<file path="config.mk">
export PLATFORM = sky130hd
export DESIGN_NAME = filter_expression_tokenizer
export DESIGN_NICKNAME = d
export VERILOG_FILES = /design/src/design/fet_pkg.sv /design/src/design/filter_expression_tokenizer.sv
export SDC_FILE = /design/constraint.sdc
export NUM_CORES = 1
export LEC_CHECK = 0
export ABC_AREA = 1
export BUFFER_PORTS_ARGS = -buffer_cell sky130_fd_sc_hd__clkbuf_2
export CAP_MARGIN = 5
export CORE_ASPECT_RATIO = 0.9
export CORE_MARGIN = 2
export CORE_UTILIZATION = 53
export CTS_BUF_LIST = sky130_fd_sc_hd__clkbuf_8 sky130_fd_sc_hd__clkbuf_16
export DETAILED_ROUTE_END_ITERATION = 8
export PLACE_DENSITY = 0.68
export SYNTH_ARGS = -nofsm -noshare
export SYNTH_HDL_FRONTEND = slang
export SYNTH_SLANG_ARGS = --single-unit
</file>
<file path="constraint.sdc">
create_clock -name clk -period 7.66 [get_ports clk]
set_clock_uncertainty 0.05 [all_clocks]
set_input_delay 1.149 -clock clk [delete_from_list [all_inputs] [get_ports clk]]
set_output_delay 1.149 -clock clk [all_outputs]
set_load 0.005 [all_outputs]
</file>
<file path="src/design/fet_pkg.sv">
`default_nettype none
// ----------------------------------------------------------------------------
// fet_pkg: shared types and helpers for the filter expression tokenizer
// character classes, result kinds, result record and word append helper
// ----------------------------------------------------------------------------
package fet_pkg;

	localparam int NUM_W        = 32;   // number accumulator width
	localparam int OUT_NUM_W    = 32;   // width of int_part and frac_part
	localparam int FIFO_DEPTH   = 4;
	localparam int PTR_W        = $clog2(FIFO_DEPTH);
	localparam int CNT_W        = $clog2(FIFO_DEPTH + 1);
	localparam int TDATA_W      = 96;
	localparam logic [7:0] MAX_WORD_RESET = 8'd200;
	localparam logic [3:0] FRAC_SAT = 4'd15;

	// character codes
	localparam logic [7:0] CH_QUOTE  = 8'h27;
	localparam logic [7:0] CH_DOLLAR = 8'h24;
	localparam logic [7:0] CH_MINUS  = 8'h2d;
	localparam logic [7:0] CH_DOT    = 8'h2e;
	localparam logic [7:0] CH_SLASH  = 8'h2f;
	localparam logic [7:0] CH_HASH   = 8'h23;
	localparam logic [7:0] CH_SPACE  = 8'h20;
	localparam logic [7:0] CH_TAB    = 8'h09;
	localparam logic [7:0] CH_LF     = 8'h0a;
	localparam logic [7:0] CH_ZERO   = 8'h30;

	typedef enum logic [3:0] {
		K_WORD_CHAR = 4'd0,
		K_SYMBOL    = 4'd1,
		K_INT       = 4'd2,
		K_DECIMAL   = 4'd3,
		K_STR_END   = 4'd4,
		K_VAR_END   = 4'd5,
		K_COMP_END  = 4'd6,
		K_PATH_END  = 4'd7,
		K_END       = 4'd8,
		K_BAD_CHAR  = 4'd9,
		K_TOO_LONG  = 4'd10
	} kind_t;

	typedef struct packed {
		kind_t                  kind;
		logic [3:0]             symbol;
		logic [7:0]             word_char;
		logic                   negative;
		logic [OUT_NUM_W-1:0]   int_part;
		logic [OUT_NUM_W-1:0]   frac_part;
		logic [3:0]             frac_digits;
		logic                   has_field;
		logic [7:0]             word_length;
		logic                   last;
	} res_t;

	typedef struct packed {
		res_t       res;
		logic       halt;
		logic [7:0] count;
	} app_t;

	typedef struct packed {
		logic       hit;
		logic [3:0] code;
	} sym_t;

	function automatic logic is_dig(input logic [7:0] c);
		return (c >= 8'h30) && (c <= 8'h39);
	endfunction

	function automatic logic is_alpha(input logic [7:0] c);
		return ((c >= 8'h61) && (c <= 8'h7a)) || ((c >= 8'h41) && (c <= 8'h5a))
			|| (c == 8'h5f);
	endfunction

	// symbol table ( ) & | = ~ < > ! ?
	function automatic sym_t sym_lookup(input logic [7:0] c);
		sym_t s;
		s.hit = 1'b1;
		case (c)
			8'h28:   s.code = 4'd0;
			8'h29:   s.code = 4'd1;
			8'h26:   s.code = 4'd2;
			8'h7c:   s.code = 4'd3;
			8'h3d:   s.code = 4'd4;
			8'h7e:   s.code = 4'd5;
			8'h3c:   s.code = 4'd6;
			8'h3e:   s.code = 4'd7;
			8'h21:   s.code = 4'd8;
			8'h3f:   s.code = 4'd9;
			default: begin
				s.hit  = 1'b0;
				s.code = 4'd0;
			end
		endcase
		return s;
	endfunction

	// one character appended to a word, with the length limit
	function automatic app_t word_append(input logic [7:0] base, input logic [7:0] c,
			input logic [7:0] max_word);
		app_t a;
		logic [7:0] n;
		n = base + 8'd1;
		a = '0;
		a.res.word_char = c;
		a.count = n;
		if (n >= max_word) begin
			a.res.kind = K_TOO_LONG;
			a.res.word_length = n;
			a.halt = 1'b1;
		end else begin
			a.res.kind = K_WORD_CHAR;
		end
		return a;
	endfunction

endpackage
`default_nettype wire

</file>
<file path="src/design/filter_expression_tokenizer.sv">
`default_nettype none
// ----------------------------------------------------------------------------
// filter_expression_tokenizer
// streaming tokenizer for subscription filter expressions
// ----------------------------------------------------------------------------
// usage
//   s_axis: one transfer per character; tuser = op (0 character, 1 end of text),
//     tdata = the character byte
//   m_axis: one transfer per result; tuser = kind, tlast marks the last result
//     caused by one input, tdata carries the token fields
//   cfg_wen/cfg_wdata: writes max_word at any edge with cfg_wen high; write it
//     only while no character is in flight
// data path: an accepted character waits in the input register, is tokenised
//   combinationally there and its results are written to the queue once at
//   most two entries are used; the queue head drives m_axis
// throughput: one character per cycle while each gives at most one result and
//   m_axis_tready is high; the output drains one result per cycle, so inputs
//   giving two results fill the four-entry queue and then slow the input side
// stall: while the receiver holds m_axis_tready low the queue fills; the input
//   register waits until at most two entries are used and s_axis_tready stays
//   low meanwhile
// reset: queue empty, tokenizer at token start, max_word back to 200
// ----------------------------------------------------------------------------
module filter_expression_tokenizer (
	input  wire logic        clk,
	input  wire logic        arst_n,
	// input characters
	input  wire logic        s_axis_tvalid,
	output logic             s_axis_tready,
	input  wire logic [7:0]  s_axis_tdata,   // [7:0] ch
	input  wire logic        s_axis_tuser,   // [0] op
	// results
	output logic             m_axis_tvalid,
	input  wire logic        m_axis_tready,
	// [3:0] symbol, [11:4] word_char, [12] negative, [44:13] int_part,
	// [76:45] frac_part, [80:77] frac_digits, [81] has_field,
	// [89:82] word_length, [95:90] zero
	output logic [95:0]      m_axis_tdata,
	output logic [3:0]       m_axis_tuser,   // [3:0] kind
	output logic             m_axis_tlast,
	// configuration
	input  wire logic        cfg_wen,
	input  wire logic [7:0]  cfg_wdata
);

	typedef enum logic [2:0] {
		M_START, M_NUMBER, M_STRING, M_VARIABLE, M_PATH, M_HALT
	} mode_t;

	// input register
	logic        valid_s1;
	logic        op_s1;
	logic [7:0]  ch_s1;

	// tokenizer state
	mode_t                      mode_q;
	logic [7:0]                 word_count_q;
	logic                       field_seen_q;
	logic                       hash_word_q;
	logic                       minus_seen_q;
	logic                       is_decimal_q;
	logic [fet_pkg::NUM_W-1:0]  int_acc_q;
	logic [fet_pkg::NUM_W-1:0]  frac_acc_q;
	logic [3:0]                 frac_count_q;
	logic [7:0]                 max_word_q;

	// result queue
	fet_pkg::res_t              fifo_q [fet_pkg::FIFO_DEPTH];
	logic [fet_pkg::PTR_W-1:0]  wr_ptr_q;
	logic [fet_pkg::PTR_W-1:0]  rd_ptr_q;
	logic [fet_pkg::CNT_W-1:0]  count_q;

	logic adv;
	logic pop;

	// next state and results
	mode_t                      mode_n;
	logic [7:0]                 word_count_n;
	logic                       field_seen_n;
	logic                       hash_word_n;
	logic                       minus_seen_n;
	logic                       is_decimal_n;
	logic [fet_pkg::NUM_W-1:0]  int_acc_n;
	logic [fet_pkg::NUM_W-1:0]  frac_acc_n;
	logic [3:0]                 frac_count_n;
	fet_pkg::res_t              pre;
	fet_pkg::res_t              post;
	logic                       pre_v;
	logic                       post_v;
	fet_pkg::res_t              e0;
	fet_pkg::res_t              e1;
	logic [1:0]                 n_push;

	// queue has room for the two results an input may cause
	assign adv = valid_s1 && (count_q <= fet_pkg::CNT_W'(fet_pkg::FIFO_DEPTH - 2));
	assign s_axis_tready = !valid_s1 || adv;
	assign pop = m_axis_tvalid && m_axis_tready;

	always_ff @(posedge clk or negedge arst_n) begin
		if (!arst_n) begin
			valid_s1 <= 1'b0;
		end else if (s_axis_tready) begin
			valid_s1 <= s_axis_tvalid;
		end
	end

	always_ff @(posedge clk) begin
		if (s_axis_tvalid && s_axis_tready) begin
			op_s1 <= s_axis_tuser;
			ch_s1 <= s_axis_tdata;
		end
	end

	always_ff @(posedge clk or negedge arst_n) begin
		if (!arst_n) begin
			max_word_q <= fet_pkg::MAX_WORD_RESET;
		end else if (cfg_wen) begin
			max_word_q <= cfg_wdata;
		end
	end

	// tokenizer step: token end or word character (pre), then the character
	// restarted as a new token, a field word opened, or the end token (post)
	always_comb begin
		logic                   do_start;
		logic                   slash_dot;
		logic                   stop;
		logic [3:0]             dval;
		fet_pkg::app_t          ap;
		fet_pkg::sym_t          sy;
		fet_pkg::res_t          num_res;
		fet_pkg::res_t          path_res;

		mode_n       = mode_q;
		word_count_n = word_count_q;
		field_seen_n = field_seen_q;
		hash_word_n  = hash_word_q;
		minus_seen_n = minus_seen_q;
		is_decimal_n = is_decimal_q;
		int_acc_n    = int_acc_q;
		frac_acc_n   = frac_acc_q;
		frac_count_n = frac_count_q;
		pre    = '0;
		post   = '0;
		pre_v  = 1'b0;
		post_v = 1'b0;
		do_start = 1'b0;
		dval = ch_s1[3:0] - fet_pkg::CH_ZERO[3:0];
		slash_dot = (ch_s1 == fet_pkg::CH_SLASH) || (ch_s1 == fet_pkg::CH_DOT);
		ap = '0;
		sy = fet_pkg::sym_lookup(ch_s1);

		// finished number
		num_res = '0;
		num_res.kind = is_decimal_q ? fet_pkg::K_DECIMAL : fet_pkg::K_INT;
		num_res.negative = minus_seen_q;
		num_res.int_part = fet_pkg::OUT_NUM_W'(int_acc_q);
		if (is_decimal_q) begin
			num_res.frac_part = fet_pkg::OUT_NUM_W'(frac_acc_q);
			num_res.frac_digits = frac_count_q;
		end

		// finished path
		path_res = '0;
		path_res.kind = fet_pkg::K_PATH_END;
		path_res.has_field = field_seen_q;
		path_res.word_length = word_count_q;

		// path stop rule
		if (slash_dot) begin
			stop = field_seen_q;
		end else if (ch_s1 == fet_pkg::CH_HASH) begin
			stop = (word_count_q != 8'd0);
		end else if (fet_pkg::is_dig(ch_s1)) begin
			stop = (word_count_q == 8'd0);
		end else if (fet_pkg::is_alpha(ch_s1)) begin
			stop = hash_word_q;
		end else begin
			stop = 1'b1;
		end

		if (op_s1) begin
			// end of text
			unique case (mode_q)
				M_STRING: begin
					pre_v = 1'b1;
					pre.kind = fet_pkg::K_STR_END;
					pre.word_length = word_count_q;
				end
				M_VARIABLE: begin
					pre_v = 1'b1;
					pre.kind = fet_pkg::K_VAR_END;
					pre.word_length = word_count_q;
				end
				M_NUMBER: begin
					pre_v = 1'b1;
					pre = num_res;
				end
				M_PATH: begin
					pre_v = 1'b1;
					pre = path_res;
				end
				default: begin
				end
			endcase
			post_v = 1'b1;
			post.kind = fet_pkg::K_END;
			mode_n       = M_START;
			word_count_n = 8'd0;
			field_seen_n = 1'b0;
			hash_word_n  = 1'b0;
			minus_seen_n = 1'b0;
			is_decimal_n = 1'b0;
			int_acc_n    = '0;
			frac_acc_n   = '0;
			frac_count_n = 4'd0;
		end else begin
			unique case (mode_q)
				M_START: begin
					do_start = 1'b1;
				end
				M_NUMBER: begin
					if (fet_pkg::is_dig(ch_s1)) begin
						if (!is_decimal_q) begin
							int_acc_n = (int_acc_q << 3) + (int_acc_q << 1)
								+ fet_pkg::NUM_W'(dval);
						end else begin
							frac_acc_n = (frac_acc_q << 3) + (frac_acc_q << 1)
								+ fet_pkg::NUM_W'(dval);
							if (frac_count_q < fet_pkg::FRAC_SAT) begin
								frac_count_n = frac_count_q + 4'd1;
							end
						end
					end else if ((ch_s1 == fet_pkg::CH_DOT) && !is_decimal_q) begin
						is_decimal_n = 1'b1;
					end else begin
						pre_v = 1'b1;
						pre = num_res;
						mode_n = M_START;
						do_start = 1'b1;
					end
				end
				M_STRING: begin
					pre_v = 1'b1;
					if (ch_s1 == fet_pkg::CH_QUOTE) begin
						pre.kind = fet_pkg::K_STR_END;
						pre.word_length = word_count_q;
						mode_n = M_START;
					end else begin
						ap = fet_pkg::word_append(word_count_q, ch_s1, max_word_q);
						pre = ap.res;
						word_count_n = ap.count;
						if (ap.halt) begin
							mode_n = M_HALT;
						end
					end
				end
				M_VARIABLE: begin
					pre_v = 1'b1;
					if (fet_pkg::is_alpha(ch_s1) || fet_pkg::is_dig(ch_s1)) begin
						ap = fet_pkg::word_append(word_count_q, ch_s1, max_word_q);
						pre = ap.res;
						word_count_n = ap.count;
						if (ap.halt) begin
							mode_n = M_HALT;
						end
					end else begin
						pre.kind = fet_pkg::K_VAR_END;
						pre.word_length = word_count_q;
						mode_n = M_START;
						do_start = 1'b1;
					end
				end
				M_PATH: begin
					pre_v = 1'b1;
					if (stop) begin
						pre = path_res;
						mode_n = M_START;
						do_start = 1'b1;
					end else if (slash_dot) begin
						// component boundary, a dot also opens the field word
						pre.kind = fet_pkg::K_COMP_END;
						pre.word_length = word_count_q;
						word_count_n = 8'd0;
						hash_word_n = 1'b0;
						if (ch_s1 == fet_pkg::CH_DOT) begin
							field_seen_n = 1'b1;
							ap = fet_pkg::word_append(8'd0, ch_s1, max_word_q);
							post_v = 1'b1;
							post = ap.res;
							word_count_n = ap.count;
							if (ap.halt) begin
								mode_n = M_HALT;
							end
						end
					end else begin
						if (ch_s1 == fet_pkg::CH_HASH) begin
							hash_word_n = 1'b1;
						end
						ap = fet_pkg::word_append(word_count_q, ch_s1, max_word_q);
						pre = ap.res;
						word_count_n = ap.count;
						if (ap.halt) begin
							mode_n = M_HALT;
						end
					end
				end
				default: begin
					// halted: characters are dropped
				end
			endcase
		end

		// start of a new token
		if (do_start) begin
			if (ch_s1 == fet_pkg::CH_QUOTE) begin
				word_count_n = 8'd0;
				mode_n = M_STRING;
			end else if (ch_s1 == fet_pkg::CH_DOLLAR) begin
				word_count_n = 8'd0;
				mode_n = M_VARIABLE;
			end else if (fet_pkg::is_dig(ch_s1) || (ch_s1 == fet_pkg::CH_MINUS)) begin
				minus_seen_n = (ch_s1 == fet_pkg::CH_MINUS);
				int_acc_n = (ch_s1 == fet_pkg::CH_MINUS) ? '0 : fet_pkg::NUM_W'(dval);
				frac_acc_n = '0;
				frac_count_n = 4'd0;
				is_decimal_n = 1'b0;
				mode_n = M_NUMBER;
			end else if (fet_pkg::is_alpha(ch_s1)) begin
				field_seen_n = 1'b0;
				hash_word_n = 1'b0;
				ap = fet_pkg::word_append(8'd0, ch_s1, max_word_q);
				post_v = 1'b1;
				post = ap.res;
				word_count_n = ap.count;
				mode_n = ap.halt ? M_HALT : M_PATH;
			end else if ((ch_s1 == fet_pkg::CH_SPACE) || (ch_s1 == fet_pkg::CH_TAB)
					|| (ch_s1 == fet_pkg::CH_LF)) begin
				// whitespace between tokens
			end else if (sy.hit) begin
				post_v = 1'b1;
				post.kind = fet_pkg::K_SYMBOL;
				post.symbol = sy.code;
			end else begin
				post_v = 1'b1;
				post.kind = fet_pkg::K_BAD_CHAR;
				post.word_char = ch_s1;
				mode_n = M_HALT;
			end
		end

		// last marks the final result of this input
		pre.last  = !post_v;
		post.last = 1'b1;
	end

	// queue entries in order
	always_comb begin
		e0 = pre_v ? pre : post;
		e1 = post;
		n_push = {1'b0, pre_v} + {1'b0, post_v};
	end

	// tokenizer state
	always_ff @(posedge clk or negedge arst_n) begin
		if (!arst_n) begin
			mode_q       <= M_START;
			word_count_q <= 8'd0;
			field_seen_q <= 1'b0;
			hash_word_q  <= 1'b0;
			minus_seen_q <= 1'b0;
			is_decimal_q <= 1'b0;
			int_acc_q    <= '0;
			frac_acc_q   <= '0;
			frac_count_q <= 4'd0;
		end else if (adv) begin
			mode_q       <= mode_n;
			word_count_q <= word_count_n;
			field_seen_q <= field_seen_n;
			hash_word_q  <= hash_word_n;
			minus_seen_q <= minus_seen_n;
			is_decimal_q <= is_decimal_n;
			int_acc_q    <= int_acc_n;
			frac_acc_q   <= frac_acc_n;
			frac_count_q <= frac_count_n;
		end
	end

	// result queue pointers
	always_ff @(posedge clk or negedge arst_n) begin
		if (!arst_n) begin
			wr_ptr_q <= '0;
			rd_ptr_q <= '0;
			count_q  <= '0;
		end else begin
			if (adv) begin
				wr_ptr_q <= wr_ptr_q + fet_pkg::PTR_W'(n_push);
			end
			if (pop) begin
				rd_ptr_q <= rd_ptr_q + fet_pkg::PTR_W'(1);
			end
			count_q <= count_q + (adv ? fet_pkg::CNT_W'(n_push) : '0)
				- fet_pkg::CNT_W'(pop);
		end
	end

	// result queue storage
	always_ff @(posedge clk) begin
		if (adv && (n_push != 2'd0)) begin
			fifo_q[wr_ptr_q] <= e0;
		end
		if (adv && (n_push == 2'd2)) begin
			fifo_q[wr_ptr_q + fet_pkg::PTR_W'(1)] <= e1;
		end
	end

	// output side
	fet_pkg::res_t head;
	assign head = fifo_q[rd_ptr_q];
	assign m_axis_tvalid = (count_q != '0);
	assign m_axis_tuser  = head.kind;
	assign m_axis_tlast  = head.last;
	assign m_axis_tdata  = {6'd0, head.word_length, head.has_field, head.frac_digits,
		head.frac_part, head.int_part, head.negative, head.word_char, head.symbol};

	// checks
	a_count_bound: assert property (@(posedge clk) disable iff (!arst_n)
		count_q <= fet_pkg::CNT_W'(fet_pkg::FIFO_DEPTH))
		else $error("result queue overflow");

	a_end_clears: assert property (@(posedge clk) disable iff (!arst_n)
		adv && op_s1 |=> (mode_q == M_START) && (word_count_q == 8'd0))
		else $error("end of text did not return the tokenizer to start");

	a_halt_holds: assert property (@(posedge clk) disable iff (!arst_n)
		(mode_q == M_HALT) && adv && !op_s1 |=> (mode_q == M_HALT) && $stable(count_q)
			|| $past(pop))
		else $error("halted tokenizer produced a result");

	a_empty_no_valid: assert property (@(posedge clk) disable iff (!arst_n)
		(count_q == '0) && !adv |=> !m_axis_tvalid)
		else $error("result shown with an empty queue");

endmodule
`default_nettype wire

</file>
* Word-level counts from Yosys, hierarchy flattened
Memory sizes are Yosys's and may differ from the RTL's.
Cells that the tools add are included.
Widths: inputs -> output; s select.
** Word-level totals
- Register bits after elaboration :: 108
- Bits in read-only memories :: 0
- RAM bits :: 380
- Memories kept :: 1
- Logic and storage cells :: 277
- Latch bits :: 0
- Output and inout bits :: 103
** Operators by class
- Multiply operators :: 0
- Shift-type cells :: 0
- Muxes and demuxes :: 185
- Equality and inequality tests :: 25
- Divide/modulo/power cells :: 0
- Reductions and logical operators :: 28
- Bitwise gates (word level) :: 0
- $lt $le $gt $ge :: 10
- Add/sub/neg operators :: 12
** Memories
- fifo_q :: words 4, bits a word 95, read ports 1, clocked after memory_dff 0, write ports 2, line filter_expression_tokenizer.sv:68 : fet_pkg::res_t fifo_q [fet_pkg::FIFO_DEPTH];
** Operator list (count)
- $mux 95 :: 11
- $mux 32 :: 16
- $pmux 95 s4 :: 1
- $mux 78 :: 3
- $mux 93 :: 2
- $pmux 70 s2 :: 1
- $mux 8 :: 16
- $eq 8x6->1 const B :: 15
- $mux 91 :: 1
- $mux 1 :: 86
- $mux 79 :: 1
- $mux 4 :: 18
- $add 32x32->32 :: 2
- $add 32x4->32 :: 2
- $mux 3 :: 19
- $mux 36 :: 1
- $pmux 4 s9 :: 1
- $mux 16 :: 2
- $eq 8x7->1 const B :: 3
- $pmux 3 s4 :: 2
- $pmux 8 s3 :: 1
- $eq 8x4->1 const B :: 2
- $ge 8x7->1 const B :: 2
- $le 8x7->1 const B :: 2
- other kinds (31) :: 50

* Logic depth before layout (Yosys ltp)
- Word-level depth :: 24
- Depth in mapped cells :: 26
- Gate-level depth less buffers :: 24

* Least setup slack after synthesis
OpenSTA, ideal clock, no wires.
- Path kind :: reg-to-reg
- Start point :: register ch_s1[3]
- End point :: memory fifo_q[0][67] in the netlist's numbering
- Data arrival time :: 3.637 ns
- Stages on the path, launching flop included :: 25
- Slack :: 3.845 ns
- Required time :: 7.482 ns
- Library setup time :: 0.128 ns
- Cell sequence :: edfxtp_1 -> buf_4 -> nor2_1 -> nand3_1 -> nand2_1 -> inv_2 -> nand2_2 -> nand3_1 -> nand3_4 -> nand2_4 -> nor3_1 -> nand2_1 -> nand2_1 -> inv_1 -> ha_1 -> nor2_1 -> inv_1 -> nor3_1 -> inv_2 -> nand2_1 -> inv_2 -> buf_2 -> buf_1 -> nand2_1 -> o21ai_0
** RTL lines
- start: declaration :: line filter_expression_tokenizer.sv:53 : logic [7:0] ch_s1;
- start signal: assignment :: line filter_expression_tokenizer.sv:110 : ch_s1 <= s_axis_tdata;
- end: declaration :: line filter_expression_tokenizer.sv:68

==> run_results.csv <==
group,metric,value,unit
final_layout,layout_commonest_cell,"nand2_1",
clock_tree,clk_pin_slew,60,ps
job,cap_violations,0,
detailed_routing,drt-vias-per-instance,5.93,
placement,dp_slack,1960,ps
timing,slew_viol_final,0,
die,die-area,50900,um2
critical_path,cp_common_cell,"nand2_1",
final_layout,fill_cells,4497,
logic_synthesis,yosysUniqueCellTypes,58,
clock_tree,cts_tree,"built",
critical_path,cp_slowest_cell,"buf_4",
timing,tightestPinTransition,1170,ps
critical_path,critPathMaxFanout,78,
clock_tree,cts_max_level,2,
clock_tree,cts_buffer_depth,3,
logic_synthesis,synth.avg_cell_area,7.36,um2
power_and_ir_drop,max-vdd-ir-drop,0.000382,V
die,die_w,238,um
timing,setup_violations,0,
logic_synthesis,netlist_instances,3540,
die,io_pins,125,
critical_path,start_kind,"register",
critical_path,slowest_delay,730,ps
final_layout,layout_common_cells,"935 x nand2_1, 620 x o21ai_0, 354 x nor2_1, 316 x dfxtp_1, 172 x inv_1",
min_path,hp-start,"fifo_q[2][68]$_SDFFE_PP0P_",
global_routing,antenna_found_initial,1,
logic_synthesis,yosysSeqAreaShare,42.2,%
detailed_routing,ant_nets,0,
logic_synthesis,ys_top_cells_by_area,"dfxtp_1 24%, nand2_1 13%, o21ai_0 12%, dfrtp_1 9.2%, edfxtp_1 8.4%",
die,initial_core_util,53.3,%
timing,max_freq,0.171,GHz
power_and_ir_drop,pwr_density_cell,329,nW/um2
global_routing,grt_pass1_wl,135000,um
min_path,min_path_type,"register to register",
timing,finalHoldViolCount,0,
logic_synthesis,ys_warn_count,0,
clock_tree,holdBufCountCts,0,
detailed_routing,post_drt_wl_per_cell,20.2,um
logic_synthesis,ys_ff_latch,488,
logic_synthesis,synth_area,26000,um2
placement,finalWeightedCongestion,0.932,
timing,fin_setup_tns,0,ps
placement,hpwl,58200,um
detailed_routing,wirelength,85300,um
die,die_y,214,um
critical_path,arrival,6310,ps
timing,whs,403,ps
critical_path,r2r-start,"ch_s1[3]$_DFFE_PP_",
detailed_routing,drcViolationCount,0,
final_layout,diodes,0,
critical_path,reg2reg_to,"fifo_q[0][60]$_SDFFE_PP0P_",
power_and_ir_drop,leakage,12.3,nW
outcome,status,"complete, no violations",
critical_path,critPathKind,"register to register",
final_layout,fin_nets,3722,
clock_tree,numCtsBuffers,50,
detailed_routing,dr_total_vias,25103,
clock_tree,postCtsSetupBuffers,0,
detailed_routing,initialDrtViolationCount,2718,
global_routing,track_usage,33.2,%
global_routing,grt_pass1_vias,23660,
min_path,holdPathStages,2,
critical_path,critical_path.endpoint_type,"register",
global_routing,grt_max_degree,103,
final_layout,drive_gt1_share,8.88,%
detailed_routing,dr.pass1.iters,6,
critical_path,crit_buf_inv,8,
critical_path,crit_chain,"nand2_1 > nor3_2 > nand2_1 > nand4_4 > nand3_4 > nand2_4 > nor3_1 > nand2_1 > nand2_1 > inv_1 > ha_1 > nor2_1 > inv_1 > nor3_2 > buf_4 > inv_2 > buf_4 > nand2_1 > buf_4 > inv_2 > buf_4 > nand2_1 > o21ai_0",
critical_path,rr_worst_depth,23,
timing,fin_crit,5850,ps
timing,rsz0062_at_grt,"false",
logic_synthesis,async_reset_ff_share,20.3,%
clock_tree,root_buffer,"clkbuf_16",
logic_synthesis,synth_top_area_share,24.3,%
logic_synthesis,synth_edf_count,73,
timing,setup_ws,1810,ps
timing,fin_crit_sh,76.4,%
logic_synthesis,ys.flop_type,"dfxtp_1",
die,coreArea,48800,um2
critical_path,crit_required,8120,ps
clock_tree,cts_resized,0,
logic_synthesis,synth_top_area_cell,"dfxtp_1",
final_layout,syn2layout_area_growth,10.0,%
critical_path,cpLargestDelayFamily,"buffers and inverters",
min_path,hold_end,"fifo_q[2][68]$_SDFFE_PP0P_",
global_routing,grt_overflow,0,
timing,relSlewSlack,22.1,%
placement,io_buffers,118,
clock_tree,cts_sinks,488,
die,std_cell_rows,77,
clock_tree,clock_latency,630,ps
critical_path,r2r_slack,1810,ps
-- power breakdown --
part           internal [W]  switching, W
combinational       0.00106       0.00279
clock               0.00138       0.00109
sequential          0.00287      0.000231
-- cell type report --
class	count	area (um2)	area share [%]
clock buffers	61	1440	5.01
flip-flops and latches	488	11000	38.4
well taps	632	791	2.76
clock inverters	32	249	0.869
inverters	185	699	2.44
multi-input cells	2680	13600	47.5
repair buffers	156	878	3.06
-- worst max-delay path by stage --
| stage | from | to | cells after the start |
|---|---|---|---|
| global route | ch_s1[3]$_DFFE_PP_ | fifo_q[0][56]$_SDFFE_PP0P_ | 23 |
| finish | ch_s1[3]$_DFFE_PP_ | fifo_q[0][60]$_SDFFE_PP0P_ | 23 |
| global placement | ch_s1[3]$_DFFE_PP_ | fifo_q[0][51]$_SDFFE_PP0P_ | 23 |
| floorplan | ch_s1[3]$_DFFE_PP_ | fifo_q[0][67]$_SDFFE_PP0P_ | 24 |
| CTS | ch_s1[3]$_DFFE_PP_ | fifo_q[0][60]$_SDFFE_PP0P_ | 23 |
| detailed placement | ch_s1[3]$_DFFE_PP_ | fifo_q[0][26]$_SDFFE_PP0P_ | 23 |
-- state kept, by name (all words and copies together), names as in the netlist --
register and flops:
frac_acc_q 32, count_q 3, mode_q 3, frac_count_q 4, field_seen_q 1, max_word_q 8
ch_s1 8, minus_seen_q 1, rd_ptr_q 2, valid_s1 1, is_decimal_q 1, word_count_q 8
int_acc_q 32, hash_word_q 1, op_s1 1, fifo_q 380, wr_ptr_q 2
-- synth_stat cells, types with 4 or more instances --
| library cell | n |
|---|---|
| a21oi_1 | 133 |
| o21ai_1 | 17 |
| ha_1 | 134 |
| nor2_2 | 13 |
| dfxtp_1 | 316 |
| o211ai_1 | 21 |
| nor4_1 | 5 |
| xor2_1 | 22 |
| nand2_2 | 9 |
| buf_1 | 5 |
| fa_1 | 5 |
| dfrtp_1 | 96 |
| inv_2 | 17 |
| nand3_1 | 129 |
| nand2_4 | 4 |
| buf_2 | 13 |
| inv_1 | 164 |
| o22ai_1 | 115 |
| nand4_1 | 34 |
| edfxtp_1 | 73 |
| buf_4 | 10 |
| o2111ai_1 | 5 |
| clkbuf_1 | 161 |
| nor2_1 | 355 |
| o31ai_1 | 4 |
| a21o_1 | 5 |
| or2_2 | 9 |
| xnor2_1 | 24 |
| nor3_1 | 34 |
| o21bai_1 | 6 |
| o21ai_0 | 620 |
| nand2_1 | 935 |
| a31oi_1 | 5 |
| nor3_2 | 5 |
-- tightest hold or removal path, stage by stage (launching register included) --
cell     delay (ps)
dfxtp_1         320
nand2_1          50
o21ai_0          50
-- per-stage QoR --
stage | cells | cell area (um2) | total power (W) | utilization (%)
2_1_floorplan | 3545 | 26100 | 0.00542 | -
6_report | 4234 | 28700 | 0.00942 | 58.7
4_1_cts | 4234 | 28700 | 0.00938 | 58.7
5_1_grt | 4234 | 28700 | 0.00993 | 58.7
3_3_place_gp | 4141 | 27000 | 0.00688 | 55.2
3_5_place_dp | 4141 | 27000 | 0.00693 | 55.2
-- routing by layer --
metal,global-route usage (%),share of wire [%]
met2,48.9,42
met3,4.76,8.7
met5,0,0
met4,7.92,2.0
met1,51.1,47
-- cell families (layout without fill, tap and decap cells) --
logic type | after synthesis | count (layout) | share of synthesized area [%]
AO/OA/AOI/OAI | 947 | 947 | 19.4
XOR/XNOR | 46 | 46 | 1.55
adder cells (fa/ha/maj) | 139 | 139 | 6.82
buffers and inverters | 377 | 434 | 5.73
flip-flops | 488 | 488 | 42.2
multiplexers | 1 | 1 | 0.0432
other | 1 | 6 | 0.0144
AND/OR/NAND/NOR | 1541 | 1541 | 24.2
No activity file was read; power rests on OpenSTA's default activity.
